**src/hdl/srts_pkg.sv**
```systemverilog
// Types, codes and character classes of the SQL risk token scanner.
package srts_pkg;

    typedef enum logic [2:0] {
        REASON_NONE    = 3'd0,
        REASON_SPECIAL = 3'd1,
        REASON_OR      = 3'd2,
        REASON_UNION   = 3'd3,
        REASON_AND     = 3'd4,
        REASON_IN      = 3'd5,
        REASON_NOT     = 3'd6
    } reason_t;

    localparam int unsigned WORD_BYTES = 5;
    localparam int unsigned WORD_W     = 8 * WORD_BYTES;
    localparam logic [2:0]  LEN_LONG   = 3'd6;

    localparam int unsigned HIT_OR    = 0;
    localparam int unsigned HIT_UNION = 1;
    localparam int unsigned HIT_AND   = 2;
    localparam int unsigned HIT_IN    = 3;
    localparam int unsigned HIT_NOT   = 4;
    localparam int unsigned HITS_W    = 5;

    localparam logic [WORD_W-1:0] KW_OR    = 40'h00_0000_6F72;
    localparam logic [WORD_W-1:0] KW_UNION = 40'h75_6E69_6F6E;
    localparam logic [WORD_W-1:0] KW_AND   = 40'h00_0061_6E64;
    localparam logic [WORD_W-1:0] KW_IN    = 40'h00_0000_696E;
    localparam logic [WORD_W-1:0] KW_NOT   = 40'h00_006E_6F74;

    typedef struct packed {
        logic       fire;
        logic [7:0] char_byte;
        logic       char_valid;
        logic       last;
    } step_t;

    typedef struct packed {
        logic    risky;
        reason_t reason;
    } verdict_t;

    function automatic logic [7:0] fold_case(input logic [7:0] c);
        logic [7:0] r;
        r = c;
        if (c inside {[8'h41:8'h5A]})
        begin
            r = c + 8'd32;
        end
        return r;
    endfunction

    function automatic logic is_word_byte(input logic [7:0] c);
        return (c inside {[8'h61:8'h7A], [8'h41:8'h5A], [8'h30:8'h39], 8'h5F});
    endfunction

    function automatic logic is_special_byte(input logic [7:0] c);
        return (c inside {8'h27, 8'h5F, 8'h2D, 8'h2B, 8'h2F, 8'h3D, 8'h3C, 8'h3E,
                          8'h28, 8'h29, 8'h2C, 8'h2E, 8'h3F, 8'h3A, 8'h7C, 8'h5B,
                          8'h5D, 8'h7B, 8'h7D, 8'h40, 8'h23, 8'h24, 8'h25, 8'h26,
                          8'h21, 8'h5E});
    endfunction

    function automatic logic [HITS_W-1:0] match_word(input logic [WORD_W-1:0] w,
                                                     input logic [2:0] len);
        logic [HITS_W-1:0] h;
        h = '0;
        h[HIT_OR]    = (len == 3'd2) && (w == KW_OR);
        h[HIT_UNION] = (len == 3'd5) && (w == KW_UNION);
        h[HIT_AND]   = (len == 3'd3) && (w == KW_AND);
        h[HIT_IN]    = (len == 3'd2) && (w == KW_IN);
        h[HIT_NOT]   = (len == 3'd3) && (w == KW_NOT);
        return h;
    endfunction

endpackage

```
**src/hdl/srts_if.sv**
```systemverilog
// Request channel interfaces for query bytes and scan verdicts.
interface srts_in_if;
    logic       valid;
    logic       ready;
    logic [7:0] char_byte;
    logic       char_valid;
    logic       last;

    modport source (output valid, output char_byte, output char_valid, output last,
                    input ready);
    modport sink (input valid, input char_byte, input char_valid, input last,
                  output ready);
endinterface

interface srts_out_if;
    logic       valid;
    logic       ready;
    logic       risky;
    logic [2:0] reason;

    modport source (output valid, output risky, output reason, input ready);
    modport sink (input valid, input risky, input reason, output ready);
endinterface

```
**src/hdl/srts_scan_state.sv**
```systemverilog
// Word tracking, keyword matching and verdict selection for one query.
module srts_scan_state
(
    input  logic               clk,
    input  logic               rst_n,
    input  srts_pkg::step_t    step,
    output srts_pkg::verdict_t verdict
);

    logic [srts_pkg::WORD_W-1:0] word_chars_reg, word_chars_next;
    logic [2:0]                  word_length_reg, word_length_next;
    logic                        special_seen_reg, special_seen_next;
    logic [srts_pkg::HITS_W-1:0] keyword_hits_reg, keyword_hits_next;

    logic [7:0]                  c;
    logic [srts_pkg::WORD_W-1:0] chars_a;
    logic [2:0]                  len_a;
    logic                        special_a;
    logic [srts_pkg::HITS_W-1:0] hits_a;
    logic [srts_pkg::HITS_W-1:0] hits_f;

    always_comb
    begin
        c         = srts_pkg::fold_case(step.char_byte);
        chars_a   = word_chars_reg;
        len_a     = word_length_reg;
        special_a = special_seen_reg;
        hits_a    = keyword_hits_reg;
        if (step.char_valid)
        begin
            special_a = special_seen_reg | srts_pkg::is_special_byte(c);
            if (srts_pkg::is_word_byte(c))
            begin
                chars_a = {word_chars_reg[srts_pkg::WORD_W-9:0], c};
                if (word_length_reg < srts_pkg::LEN_LONG)
                begin
                    len_a = word_length_reg + 3'd1;
                end
            end
            else
            begin
                hits_a  = keyword_hits_reg | srts_pkg::match_word(word_chars_reg,
                                                                   word_length_reg);
                chars_a = '0;
                len_a   = '0;
            end
        end
        hits_f = hits_a | srts_pkg::match_word(chars_a, len_a);
    end

    always_comb
    begin
        if (step.last)
        begin
            word_chars_next   = '0;
            word_length_next  = '0;
            special_seen_next = 1'b0;
            keyword_hits_next = '0;
        end
        else
        begin
            word_chars_next   = chars_a;
            word_length_next  = len_a;
            special_seen_next = special_a;
            keyword_hits_next = hits_a;
        end
    end

    always_comb
    begin
        if (special_a)
        begin
            verdict.reason = srts_pkg::REASON_SPECIAL;
        end
        else if (hits_f[srts_pkg::HIT_OR])
        begin
            verdict.reason = srts_pkg::REASON_OR;
        end
        else if (hits_f[srts_pkg::HIT_UNION])
        begin
            verdict.reason = srts_pkg::REASON_UNION;
        end
        else if (hits_f[srts_pkg::HIT_AND])
        begin
            verdict.reason = srts_pkg::REASON_AND;
        end
        else if (hits_f[srts_pkg::HIT_IN])
        begin
            verdict.reason = srts_pkg::REASON_IN;
        end
        else if (hits_f[srts_pkg::HIT_NOT])
        begin
            verdict.reason = srts_pkg::REASON_NOT;
        end
        else
        begin
            verdict.reason = srts_pkg::REASON_NONE;
        end
        verdict.risky = (verdict.reason != srts_pkg::REASON_NONE);
    end

    always_ff @(posedge clk or negedge rst_n)
    begin
        if (!rst_n)
        begin
            word_chars_reg   <= '0;
            word_length_reg  <= '0;
            special_seen_reg <= 1'b0;
            keyword_hits_reg <= '0;
        end
        else if (step.fire)
        begin
            word_chars_reg   <= word_chars_next;
            word_length_reg  <= word_length_next;
            special_seen_reg <= special_seen_next;
            keyword_hits_reg <= keyword_hits_next;
        end
    end

endmodule

```
**src/hdl/sql_risk_token_scan.sv**
```systemverilog
// Top level of the SQL risk token scanner.
// A new request may be accepted in every cycle except when the stall below holds: a
// request is held in the input register while the scan state registers are updated, and
// the verdict for a query is loaded into the output register at the edge at which its last
// request leaves the input register. The only stall is a last request that finds a verdict
// still waiting to be taken; ordinary bytes keep flowing while a verdict waits.
module sql_risk_token_scan
(
    input logic        clk,
    input logic        rst_n,
    srts_in_if.sink    query,
    srts_out_if.source verdict
);

    logic       s1_valid_reg, s1_valid_next;
    logic [7:0] s1_byte_reg;
    logic       s1_char_valid_reg;
    logic       s1_last_reg;
    logic       out_valid_reg, out_valid_next;
    logic       out_risky_reg;
    logic [2:0] out_reason_reg;

    logic               s1_go;
    logic               accept;
    srts_pkg::step_t    step;
    srts_pkg::verdict_t result;

    assign s1_go       = s1_valid_reg && (!s1_last_reg || !out_valid_reg || verdict.ready);
    assign query.ready = !s1_valid_reg || s1_go;
    assign accept      = query.valid && query.ready;

    assign step.fire       = s1_go;
    assign step.char_byte  = s1_byte_reg;
    assign step.char_valid = s1_char_valid_reg;
    assign step.last       = s1_last_reg;

    srts_scan_state u_state
    (
        .clk     (clk),
        .rst_n   (rst_n),
        .step    (step),
        .verdict (result)
    );

    always_comb
    begin
        s1_valid_next = s1_valid_reg;
        if (accept)
        begin
            s1_valid_next = 1'b1;
        end
        else if (s1_go)
        begin
            s1_valid_next = 1'b0;
        end

        out_valid_next = out_valid_reg;
        if (s1_go && s1_last_reg)
        begin
            out_valid_next = 1'b1;
        end
        else if (verdict.ready)
        begin
            out_valid_next = 1'b0;
        end
    end

    always_ff @(posedge clk or negedge rst_n)
    begin
        if (!rst_n)
        begin
            s1_valid_reg  <= 1'b0;
            out_valid_reg <= 1'b0;
        end
        else
        begin
            s1_valid_reg  <= s1_valid_next;
            out_valid_reg <= out_valid_next;
        end
    end

    always_ff @(posedge clk)
    begin
        if (accept)
        begin
            s1_byte_reg       <= query.char_byte;
            s1_char_valid_reg <= query.char_valid;
            s1_last_reg       <= query.last;
        end
        if (s1_go && s1_last_reg)
        begin
            out_risky_reg  <= result.risky;
            out_reason_reg <= result.reason;
        end
    end

    assign verdict.valid  = out_valid_reg;
    assign verdict.risky  = out_risky_reg;
    assign verdict.reason = out_reason_reg;

endmodule

```
**src/flat_wrapper.sv**
```systemverilog
// flat-port wrapper written by rule: the top's interface ports become plain ports
module sql_risk_token_scan_flat 
  (clk, rst_n, query_valid, query_char_byte, query_char_valid, query_last, query_ready, verdict_valid, verdict_risky, verdict_reason, verdict_ready);
  srts_in_if query_i ();
  srts_out_if verdict_i ();
  input logic clk;
  input logic rst_n;
  input wire logic [$bits(query_i.valid)-1:0] query_valid;
  input wire logic [$bits(query_i.char_byte)-1:0] query_char_byte;
  input wire logic [$bits(query_i.char_valid)-1:0] query_char_valid;
  input wire logic [$bits(query_i.last)-1:0] query_last;
  output wire logic [$bits(query_i.ready)-1:0] query_ready;
  output wire logic [$bits(verdict_i.valid)-1:0] verdict_valid;
  output wire logic [$bits(verdict_i.risky)-1:0] verdict_risky;
  output wire logic [$bits(verdict_i.reason)-1:0] verdict_reason;
  input wire logic [$bits(verdict_i.ready)-1:0] verdict_ready;
  assign query_i.valid = query_valid;
  assign query_i.char_byte = query_char_byte;
  assign query_i.char_valid = query_char_valid;
  assign query_i.last = query_last;
  assign query_ready = query_i.ready;
  assign verdict_valid = verdict_i.valid;
  assign verdict_risky = verdict_i.risky;
  assign verdict_reason = verdict_i.reason;
  assign verdict_i.ready = verdict_ready;
  sql_risk_token_scan u_core (.clk(clk), .rst_n(rst_n), .query(query_i), .verdict(verdict_i));
endmodule
```
**config.mk**
```make
export PLATFORM = sky130hd
export DESIGN_NAME = sql_risk_token_scan_flat
export DESIGN_NICKNAME = d
export VERILOG_FILES = /design/src/hdl/srts_pkg.sv /design/src/hdl/srts_if.sv /design/src/hdl/srts_scan_state.sv /design/src/hdl/sql_risk_token_scan.sv /design/src/flat_wrapper.sv
export SDC_FILE = /design/constraint.sdc
export NUM_CORES = 1
export LEC_CHECK = 0
export BUFFER_PORTS_ARGS = -buffer_cell sky130_fd_sc_hd__clkbuf_2
export CORE_MARGIN = 5
export CORE_UTILIZATION = 44
export CTS_BUF_LIST = sky130_fd_sc_hd__clkbuf_8
export DETAILED_ROUTE_END_ITERATION = 10
export PLACE_DENSITY = 0.58
export SLEW_MARGIN = 20
export SYNTH_ARGS = -nofsm -noshare
export SYNTH_HDL_FRONTEND = slang
export SYNTH_SLANG_ARGS = --single-unit
```
**constraint.sdc**
```tcl
create_clock -name clk -period 5.72 [get_ports clk]
set_input_delay 0.286 -clock clk [delete_from_list [all_inputs] [get_ports clk]]
set_output_delay 0.286 -clock clk [all_outputs]
set_load 0.03 [all_outputs]
```
[Yosys cells after proc, flatten, opt, wreduce, memory -nomap -nowiden]
Cells that the tools add are included.
Storage, ports and cells
  RAM bits: 0
  output and inout bits: 6
  ROM bits: 0
  memories kept: 0
  flip-flop bits (word level): 65
  logic and storage cells: 118
  latch bits: 0
  bits of input ports: 14
Cells by class
  reduce and logical (&&, ||, !) cells: 28
  divide/modulo/power cells: 0
  muxes and demuxes: 23
  shift operators: 0
  $mul: 0
  equal/unequal tests: 42
  add/subtract/negate cells: 2
  bitwise logic cells: 3
  $lt $le $gt $ge: 9
Operators with widths (count)
  equality test 40 x 15 -> 1 bit, second input constant: 4
  equality test 40 x 23 -> 1 bit, second input constant: 4
  equality test 8 x 6 -> 1 bit, second input constant: 18
  two-way mux 40 bit: 3
  equality test 40 x 39 -> 1 bit, second input constant: 2
  equality test 8 x 7 -> 1 bit, second input constant: 8
  two-way mux 3 bit: 10
  nonzero test 26 bit: 1
  >= comparator 8 x 7 -> 1 bit, second input constant: 3
  <= comparator 8 x 7 -> 1 bit, second input constant: 3
  logical AND 1 bit: 17
  two-way mux 5 bit: 3
  equality test 3 x 2 -> 1 bit, second input constant: 4
  OR 5 bit: 2
  adder 8 x 6 -> 8 bit, second input constant: 1
  >= comparator 8 x 6 -> 1 bit, second input constant: 1
  <= comparator 8 x 6 -> 1 bit, second input constant: 1
  two-way mux 8 bit: 1
  equality test 3 bit, second input constant: 2
  two-way mux 1 bit: 6
  nonzero test 2 bit: 2
  nonzero test 4 bit: 1
  adder 3 x 1 -> 3 bit, second input constant: 1
  logical NOT 1 bit: 3
  other kinds (4): 6

[Depth between registers and ports, before layout]
Gate-level depths: netlist (run 1).
  depth after elaboration: 18
  mapped depth: 11
  gate-level depth less buffers: 11

[By module]
From an unflattened synthesis (run 1), not the netlist that was laid out.
Second synthesis, totals
  cell total of the unflattened synthesis: 412
  area, all modules: 3885.0 µm²
By module, submodules not included
  srts_scan_state: seq. area each 1226.2 µm², cells each 388, instances 1, area each 3343.2 µm²
  sql_risk_token_scan: seq. area each 470.5 µm², cells each 24, instances 1, area each 541.8 µm²

[Worst setup path after synthesis (run 1)]
OpenSTA, ideal clock, no wires.
  path kind: register to register
  from: register u_core.s1_byte_reg[5]
  to: register u_core.out_reason_reg[2] (netlist: u_core.verdict.reason[2]), data pin
  period minus slack after synthesis: 3.087 ns
  library setup time: 0.255 ns
  arrival: 2.832 ns
  stages on the path, launching flop included: 12
  required time: 5.465 ns
  path slack: 2.633 ns
  path buffers: 0
  cells stage by stage: edfxtp_1 > inv_1 > ha_1 > or3b_1 > a2bb2oi_1 > o41a_1 > a211oi_4 > a211o_2 > o211ai_2 > o31a_1 > nor2b_4 > and3b_1
RTL lines
  start, declared: RTL line sql_risk_token_scan.sv:16  | logic [7:0] s1_byte_reg;
  start signal, assigned: RTL line sql_risk_token_scan.sv:86  | s1_byte_reg <= query.char_byte;
  end signal, assigned: RTL line sql_risk_token_scan.sv:93  | out_reason_reg <= result.reason;
  end, declared: RTL line sql_risk_token_scan.sv:21  | logic [2:0] out_reason_reg;

[Worst setup path in the final report (run 1)]
  from: register u_core.s1_byte_reg[5]
  to: register u_core.u_state.word_chars_reg[3] (netlist bit)
On the way
  longest elaborated chain between the ends: 9
  elaborated cells between the ends (all ways): 19
  classes of those cells: 1 x add/sub; 8 x order compare; 1 x eq/ne; 4 x mux; 5 x reduce/logical
Ends and longest elaborated chain
  >= comparator 8 x 7 -> 1 bit / <= comparator 8 x 7 -> 1 bit (equally long branches): RTL line srts_pkg.sv:46  | if (c inside {[8'h41:8'h5A]})
  logical AND 1 bit: RTL line srts_pkg.sv:46
  two-way mux 8 bit *: RTL line srts_pkg.sv:46
  >= comparator 8 x 7 -> 1 bit, or another cell as far along: RTL line srts_pkg.sv:54  | return (c inside {[8'h61:8'h7A], [8'h41:8'h5A], [8'h30:8'h39], 8'h5F});
  logical AND 1 bit: RTL line srts_pkg.sv:54
  nonzero test 4 bit: RTL line srts_pkg.sv:54
  two-way mux 40 bit *: RTL line srts_scan_state.sv:32  | if (srts_pkg::is_word_byte(c))
  two-way mux 40 bit *: RTL line srts_scan_state.sv:29  | if (step.char_valid)
  two-way mux 40 bit *: RTL line srts_scan_state.sv:53  | if (step.last)
  end signal, assigned: RTL line srts_scan_state.sv:113  | word_chars_reg <= word_chars_next;
  end, declared: RTL line srts_scan_state.sv:10  | logic [srts_pkg::WORD_W-1:0] word_chars_reg, word_chars_next;
Every way passes the cells marked *; elsewhere a longest branch is shown, timed or not.
A chain may end at the register's enable or synchronous reset.

==> impl_metrics.sql, run 1 <==
INSERT INTO impl_metrics (metric_group, metric, value, unit) VALUES
('run_status', 'status', 'completed', ''),
('floorplan', 'row_count', '34', ''),
('detailed_routing', 'detail-route-antenna-nets', '0', ''),
('floorplan', 'core-area', '0.00864', 'mm²'),
('detailed_routing', 'drt_pass_1_iters', '5', ''),
('logic_synthesis', 'post_synth_xor_area_fraction', '0.226', '%'),
('cells_and_area', 'max_ffs_per_register', '40', ''),
('timing', 'finalSetupViolations', '0', ''),
('logic_synthesis', 'synth.distinct_cells', '69', ''),
('detailed_routing', 'post_drt_via_cell_ratio', '6.28', ''),
('timing', 'final_max_slew_viol_count', '0', ''),
('clock_tree', 'maximum_level_of_the_cts_h_tree', '3', ''),
('detailed_routing', 'drt-initial-drc-count', '437', ''),
('power_and_ir_drop', 'ir_worst_vdd', '0.117', 'mV'),
('detailed_routing', 'drt_wl_total', '11.0', 'mm'),
('logic_synthesis', 'ys_seq_elements', '65', ''),
('flow_run', 'max_cap_violations', '0', ''),
('timing', 'report.final.hold_viol_count', '0', ''),
('logic_synthesis', 'synth_warnings', '0', ''),
('global_route', 'grt_pass1_vias', '3373', ''),
('place', 'place_hpwl', '7.83', 'mm'),
('timing', 'slew-limit-headroom', '36.0', '%'),
('timing', 'worst_slew_pin_slew', '0.959', 'ns'),
('clock_tree', 'ctsResizeCount', '0', ''),
('worst_setup_path', 'critPathSlowestCell', 'sky130_fd_sc_hd__nor2_2', ''),
('detailed_routing', 'drt_drc_violations_left', '0', ''),
('cells_and_area', 'fillerInstances', '832', ''),
('logic_synthesis', 'post_synth_instance_area', '0.00387', 'mm²'),
('logic_synthesis', 'synthMuxAreaShare', '0', '%'),
('logic_synthesis', 'share_of_the_synthesized_area_in_compound_gates_ao_oa_aoi_oai', '25.0', '%'),
('logic_synthesis', 'number_of_nets_produced_by_synthesis', '444', ''),
('logic_synthesis', 'synth_sequential_area_ratio', '43.9', '%'),
('floorplan', 'num_io_pins', '20', ''),
('timing', 'fin_setup_tns', '0', 'ns'),
('clock_tree', 'clock_sink_count', '65', ''),
('floorplan', 'die_area', '0.0108', 'mm²'),
('cells_and_area', 'register_area', '0.00170', 'mm²'),
('place', 'detailed_place.area', '0.00402', 'mm²'),
('detailed_routing', 'drt_wl_cell', '20.2', 'µm'),
('worst_setup_path', 'cp_max_fo', '22', ''),
('floorplan', 'die-width', '104', 'µm'),
('power_and_ir_drop', 'cellPowerDensity', '252', 'mW/mm²'),
('place', 'port-buffer-count', '19', ''),
('place', 'gp_congestion', '0.923', ''),
('power_and_ir_drop', 'cell_leakage_power', '1.75', 'nW'),
('cells_and_area', 'most-common-layout-cells', 'sky130_fd_sc_hd__dfrtp_1, sky130_fd_sc_hd__nand2_1, sky130_fd_sc_hd__a21oi_1', ''),
('timing', 'post-route-period-util', '64.4', '%'),
('cells_and_area', 'layout.cell_area.non_filler', '0.00425', 'mm²'),
('cells_and_area', 'final_nets', '452', ''),
('clock_tree', 'max-clock-path-buffers', '2', ''),
('timing', 'fmax', '272', 'MHz'),
('logic_synthesis', 'async_reset_ff_share', '78.5', '%'),
('clock_tree', 'cts_buffers', '9', ''),
('global_route', 'global_route_wire_length_before_repair', '18.3', 'mm'),
('clock_tree', 'clk_root_buffer_cell', 'sky130_fd_sc_hd__clkbuf_8', ''),
('global_route', 'largest_net_degree_at_the_start_of_global_routing', '52', ''),
('worst_setup_path', 'timing.critical_path.from_type', 'flop', ''),
('clock_tree', 'cts_hold_buf', '0', ''),
('worst_setup_path', 'critPathBufInv', '1', ''),
('cells_and_area', 'multi_input_logic_area', '0.00203', 'mm²'),
('worst_setup_path', 'crit_type', 'reg -> reg', ''),
('timing', 'unrepaired_setup_endpoints_after_global_routing', 'false', ''),
('timing', 'hold_ws', '0.0521', 'ns'),
('logic_synthesis', 'synthCells', '424', ''),
('logic_synthesis', 'syn_avg_cell_area', '9.12', 'µm²'),
('worst_setup_path', 'worst-endpoint-arrival', '3.96', 'ns'),
('worst_setup_path', 'worstPathCellList', 'inv_1, ha_1, or3b_1, a2bb2oi_1, o41a_1, a211o_4, nand2_1, o21ai_1, nor2_2, a22o_1', ''),
('cells_and_area', 'synthToLayoutAreaGrowth', '10.0', '%'),
('global_route', 'antenna_found_initial', '0', ''),
('floorplan', 'initial_core_util', '44.8', '%'),
('cells_and_area', 'n_antenna_cell', '0', '');
[per-layer routing]
metal	track usage (%)	routed length (µm)
met1	29.7	4890
met2	31.2	5000
met3	4.35	777
met4	7.31	336
met5	0	0
[cells in the mapped netlist, types with 2 or more instances]
master,count,area (µm²)
sky130_fd_sc_hd__o31ai_1,4,30.0
sky130_fd_sc_hd__a211oi_1,2,15.0
sky130_fd_sc_hd__dfrtp_1,51,1280
sky130_fd_sc_hd__o21ai_1,10,50.1
sky130_fd_sc_hd__nand4_1,6,37.5
sky130_fd_sc_hd__nand4b_1,2,17.5
sky130_fd_sc_hd__a21oi_1,29,145
sky130_fd_sc_hd__nor3b_1,2,15.0
sky130_fd_sc_hd__edfxtp_1,14,420
sky130_fd_sc_hd__o22a_1,2,17.5
sky130_fd_sc_hd__nor2b_1,4,25.0
sky130_fd_sc_hd__and3_1,15,93.8
sky130_fd_sc_hd__buf_2,4,20.0
sky130_fd_sc_hd__nand2_1,50,188
sky130_fd_sc_hd__nor3_1,18,90.1
sky130_fd_sc_hd__o311ai_0,2,17.5
sky130_fd_sc_hd__and2_1,8,50.1
sky130_fd_sc_hd__o21ai_0,24,120
sky130_fd_sc_hd__inv_1,14,52.6
sky130_fd_sc_hd__o22ai_1,3,18.8
sky130_fd_sc_hd__clkbuf_1,19,71.3
sky130_fd_sc_hd__ha_1,6,75.1
sky130_fd_sc_hd__or3_1,4,25.0
sky130_fd_sc_hd__a31oi_1,6,37.5
sky130_fd_sc_hd__nor4_1,12,75.1
sky130_fd_sc_hd__nand2b_1,7,43.8
sky130_fd_sc_hd__nor2_1,20,75.1
sky130_fd_sc_hd__a22o_1,22,193
sky130_fd_sc_hd__o21ai_2,2,17.5
sky130_fd_sc_hd__nand3_1,15,75.1
sky130_fd_sc_hd__or4_1,6,45.0
sky130_fd_sc_hd__o2111ai_1,2,17.5
sky130_fd_sc_hd__nand3b_1,3,22.5
[worst paths after layout]
check / startpoint / endpoint / slack [ns] / cells after the start
max: u_core.s1_byte_reg[5]$_DFFE_PP_ / u_core.u_state.word_chars_reg[3]$_DFFE_PN0P_ / 2.04 / 10
min: rst_n / u_core.u_state.keyword_hits_reg[2]$_DFFE_PN0P_ / 0.05 / 2
max reg2reg: u_core.s1_byte_reg[5]$_DFFE_PP_ / u_core.u_state.word_chars_reg[3]$_DFFE_PN0P_ / 2.04 / 10
min reg2reg: u_core.u_state.keyword_hits_reg[1]$_DFFE_PN0P_ / u_core.u_state.keyword_hits_reg[1]$_DFFE_PN0P_ / 0.48 / 2
max in group asynchronous: rst_n / u_core.u_state.word_chars_reg[32]$_DFFE_PN0P_ / 5.22 / 2
min in group clk: query_char_valid / u_core.s1_char_valid_reg$_DFFE_PP_ / 0.10 / 1
[logic make-up (layout without fill, tap and decap cells)]
family                     Yosys count  after routing
DFF                                 65             65
and+or+nand+nor                    181            181
buffers and inverters               38             51
AOI/OAI and AO/OA                  133            133
adders and majority gates            6              6
xor gates and xnor gates             1              1
[report_power, final]
group          total (mW)  internal [mW]  switching (mW)
clock               0.451          0.278           0.173
combinational       0.110         0.0331          0.0766
sequential          0.511          0.488          0.0230
total                1.07          0.800           0.273
[area by class of cell]
type / instances / share of cell area [%]
Timing Repair Buffer: 21 / 2.59
Clock inverter: 4 / 1.59
Tap cell: 108 / 3.18
Sequential cell: 65 / 39.9
Multi-Input combinational cell: 321 / 47.6
Inverter: 14 / 1.24
Clock buffer: 12 / 3.88
[per-stage QoR]
stage | cells | utilization (%) | worst slack, ns | total power, mW
after global placement | 529 | 46.5 | 2.18 | 0.628
after global routing | 545 | 49.3 | 1.80 | 1.11
after floorplan | 424 | - | 2.63 | 0.588
after CTS | 545 | 49.3 | 2.03 | 1.08
after detailed placement | 529 | 46.6 | 2.05 | 0.630
final | 545 | 49.3 | 2.04 | 1.07
Power figures use the tool's default switching activity.
==> run 2: changes to the inputs <==
==> constraint.sdc (replaced) <==
create_clock -name clk -period 3.8 [get_ports clk]
set_input_delay 0.19 -clock clk [delete_from_list [all_inputs] [get_ports clk]]
set_output_delay 0.19 -clock clk [all_outputs]
set_load 0.03 [all_outputs]
==> impl_metrics.sql, run 2 (synthesized netlist as in run 1, its figures left out) <==
INSERT INTO impl_metrics (metric_group, metric, value, unit) VALUES
('run_status', 'status', 'completed', ''),
('timing', 'postLayoutSetupSlackWorst', '0.232', 'ns'),
('clock_tree', 'clkTransAtPathRegs', '0.07', 'ns'),
('detailed_routing', 'post_drt_via_cell_ratio', '6.46', ''),
('cells_and_area', 'most-common-layout-cells', 'sky130_fd_sc_hd__dfrtp_1, sky130_fd_sc_hd__nand2_1, sky130_fd_sc_hd__a21oi_1', ''),
('worst_setup_path', 'cpLargestDelayFamily', 'compound AO/OA/AOI/OAI gates', ''),
('cells_and_area', 'final_nets', '465', ''),
('place', 'place_hpwl', '8.31', 'mm'),
('cells_and_area', 'post_layout_cell_count', '558', ''),
('cells_and_area', 'layout.cell_area.non_filler', '0.00434', 'mm²'),
('clock_tree', 'clock_sink_count', '65', ''),
('floorplan', 'initial_core_util', '44.8', '%'),
('place', 'detailed_place.area', '0.00410', 'mm²'),
('detailed_routing', 'drt_drc_violations_left', '0', ''),
('worst_setup_path', 'cp_max_fo', '6', ''),
('timing', 'hold_ws', '0.0122', 'ns'),
('floorplan', 'die-width', '104', 'µm'),
('floorplan', 'row_count', '34', ''),
('power_and_ir_drop', 'power.net_switching', '429', 'µW'),
('detailed_routing', 'drt_wl_total', '11.5', 'mm'),
('global_route', 'largest_net_degree_at_the_start_of_global_routing', '48', ''),
('detailed_routing', 'drt_pass_1_iters', '5', ''),
('clock_tree', 'cts_buffers', '9', ''),
('timing', 'final_max_slew_viol_count', '0', ''),
('place', 'dp.cells', '540', ''),
('cells_and_area', 'n_antenna_cell', '0', ''),
('power_and_ir_drop', 'report.power.total', '1.61', 'mW'),
('flow_run', 'max_cap_violations', '0', ''),
('floorplan', 'num_io_pins', '20', ''),
('floorplan', 'die_area', '0.0108', 'mm²'),
('worst_hold_path', 'hold_path_class', 'in -> reg', ''),
('clock_tree', 'maximum_level_of_the_cts_h_tree', '3', ''),
('place', 'port-buffer-count', '19', ''),
('timing', 'fin_setup_tns', '0', 'ns'),
('cells_and_area', 'core_occupancy_in_the_finished_layout', '50.3', '%'),
('power_and_ir_drop', 'cellPowerDensity', '370', 'mW/mm²'),
('worst_setup_path', 'timing.critical_path.from_type', 'flop', ''),
('timing', 'min_period', '3.57', 'ns'),
('cells_and_area', 'synthToLayoutAreaGrowth', '12.3', '%'),
('cells_and_area', 'mostFrequentLayoutCell', 'sky130_fd_sc_hd__dfrtp_1', ''),
('power_and_ir_drop', 'internal_power', '1.18', 'mW'),
('worst_setup_path', 'critPathSlowestCell', 'sky130_fd_sc_hd__edfxtp_1', ''),
('power_and_ir_drop', 'power.share.clock', '40.9', '%'),
('cells_and_area', 'drive_gt1_share', '14.7', '%'),
('worst_setup_path', 'critPathBufInv', '2', ''),
('global_route', 'antenna_found_initial', '0', ''),
('detailed_routing', 'routed-via-count', '3604', ''),
('worst_setup_path', 'crit_type', 'reg -> reg', ''),
('worst_setup_path', 'worst-endpoint-arrival', '3.67', 'ns'),
('global_route', 'grt_pass1_vias', '3395', ''),
('worst_setup_path', 'worstPathCellList', 'inv_1, ha_1, or3b_1, a2bb2oi_1, o41a_1, buf_4, a211oi_4, a211o_2, o211ai_2, o31a_1, nor2b_4, and3b_1', ''),
('timing', 'slew-limit-headroom', '49.9', '%'),
('clock_tree', 'max-clock-path-buffers', '2', ''),
('timing', 'clock-skew-final', '0.0114', 'ns'),
('timing', 'fmax', '280', 'MHz'),
('clock_tree', 'tritoncts', 'done', ''),
('clock_tree', 'post_cts_setup_buffer_count', '0', ''),
('clock_tree', 'clk_root_buffer_cell', 'sky130_fd_sc_hd__clkbuf_8', ''),
('power_and_ir_drop', 'ir_worst_vdd', '0.186', 'mV'),
('power_and_ir_drop', 'cell_leakage_power', '1.80', 'nW'),
('worst_setup_path', 'largest_incremental_delay_on_the_critical_path', '0.48', 'ns'),
('detailed_routing', 'drt-initial-drc-count', '319', ''),
('clock_tree', 'clk-insertion-delay-late', '0.35', 'ns'),
('global_route', 'globalRouteOverflowTotal', '0', ''),
('detailed_routing', 'detail-route-antenna-nets', '0', ''),
('power_and_ir_drop', 'power.share.sequential', '47.3', '%'),
('power_and_ir_drop', 'share_of_total_power_in_combinational_logic', '11.8', '%'),
('worst_setup_path', 'critPathCaptureType', 'flop', ''),
('global_route', 'global_route.usage.total', '21.2', '%'),
('timing', 'unrepaired_setup_endpoints_after_global_routing', 'false', ''),
('power_and_ir_drop', 'p_sw_share', '26.7', '%'),
('worst_setup_path', 'crit_required', '3.90', 'ns'),
('timing', 'post-route-period-util', '93.9', '%'),
('place', 'dpl_worst_slack', '0.165', 'ns'),
('timing', 'report.final.hold_viol_count', '0', ''),
('place', 'gp_congestion', '1.02', ''),
('timing', 'worst_slew_pin_slew', '0.751', 'ns'),
('global_route', 'global_route_wire_length_before_repair', '18.4', 'mm'),
('timing', 'finalSetupViolations', '0', ''),
('cells_and_area', 'max_ffs_per_register', '40', ''),
('floorplan', 'core-area', '0.00864', 'mm²'),
('detailed_routing', 'drt_wl_cell', '20.7', 'µm'),
('floorplan', 'die_y', '104', 'µm');
## run 2: changes by cell type in the layout (fill, tap and decap cells not counted), sizes merged
cell         delta
buf            +11
clkinv          +3
clkbuf          -2
dlygate4sd3     +2
inv             -1
## run 2: path summary, 6_finish.rpt
check / to / from / depth (start not counted) / slack [ns]
worst max-delay path: u_core.verdict.reason[2]$_DFFE_PP_ / u_core.s1_byte_reg[5]$_DFFE_PP_ / 12 / 0.23
worst min-delay path: u_core.s1_byte_reg[5]$_DFFE_PP_ / query_char_byte[5] / 1 / 0.01
worst max register to register: u_core.verdict.reason[2]$_DFFE_PP_ / u_core.s1_byte_reg[5]$_DFFE_PP_ / 12 / 0.23
worst min register to register: u_core.u_state.keyword_hits_reg[1]$_DFFE_PN0P_ / u_core.u_state.keyword_hits_reg[1]$_DFFE_PN0P_ / 2 / 0.50
max in group asynchronous: u_core.u_state.word_length_reg[0]$_DFFE_PN0P_ / rst_n / 3 / 2.56
min in group asynchronous: u_core.u_state.keyword_hits_reg[0]$_DFFE_PN0P_ / rst_n / 2 / 0.44
## run 2: repair_timing
action	in CTS	in global routing
gates resized for setup	0	1
hold endpoints to repair	27	0
setup endpoints to repair	0	16
hold buffers	2	0
## run 2: worst register-to-register path, cell delays in order (launching register included)
cell,delay [ns]
sky130_fd_sc_hd__edfxtp_1,0.48
sky130_fd_sc_hd__inv_1,0.18
sky130_fd_sc_hd__ha_1,0.21
sky130_fd_sc_hd__or3b_1,0.41
sky130_fd_sc_hd__a2bb2oi_1,0.20
sky130_fd_sc_hd__o41a_1,0.37
sky130_fd_sc_hd__buf_4,0.18
sky130_fd_sc_hd__a211oi_4,0.27
sky130_fd_sc_hd__a211o_2,0.23
sky130_fd_sc_hd__o211ai_2,0.12
sky130_fd_sc_hd__o31a_1,0.37
sky130_fd_sc_hd__nor2b_4,0.14
sky130_fd_sc_hd__and3b_1,0.16
## run 2: cell type report
class,count,area (µm²)
well taps,108,135
inverters,14,52.6
clock buffers,10,138
clock inverters,6,82.6
fillers,805,4290
multi-input cells,321,2020
repair buffers,34,213
flip-flops and latches,65,1700
## run 2: per-layer routing
metal  global-route usage (%)  vias to the layer above  share of wire, %
li1                         -                     1640                 -
met1                     30.9                     1745                47
met2                     30.9                      184                43
met3                     4.23                       35               7.9
met4                     8.60                        0               2.7
met5                        0                        -                 0
## run 2: power groups by stage
stage / clock network [mW] / registers, mW / logic [mW]
3_3_place_gp: 0 / 0.774 / 0.185
4_1_cts: 0.670 / 0.760 / 0.188
3_5_place_dp: 0 / 0.773 / 0.185
6_report: 0.657 / 0.761 / 0.190
5_1_grt: 0.697 / 0.763 / 0.208
2_1_floorplan: 0 / 0.769 / 0.116
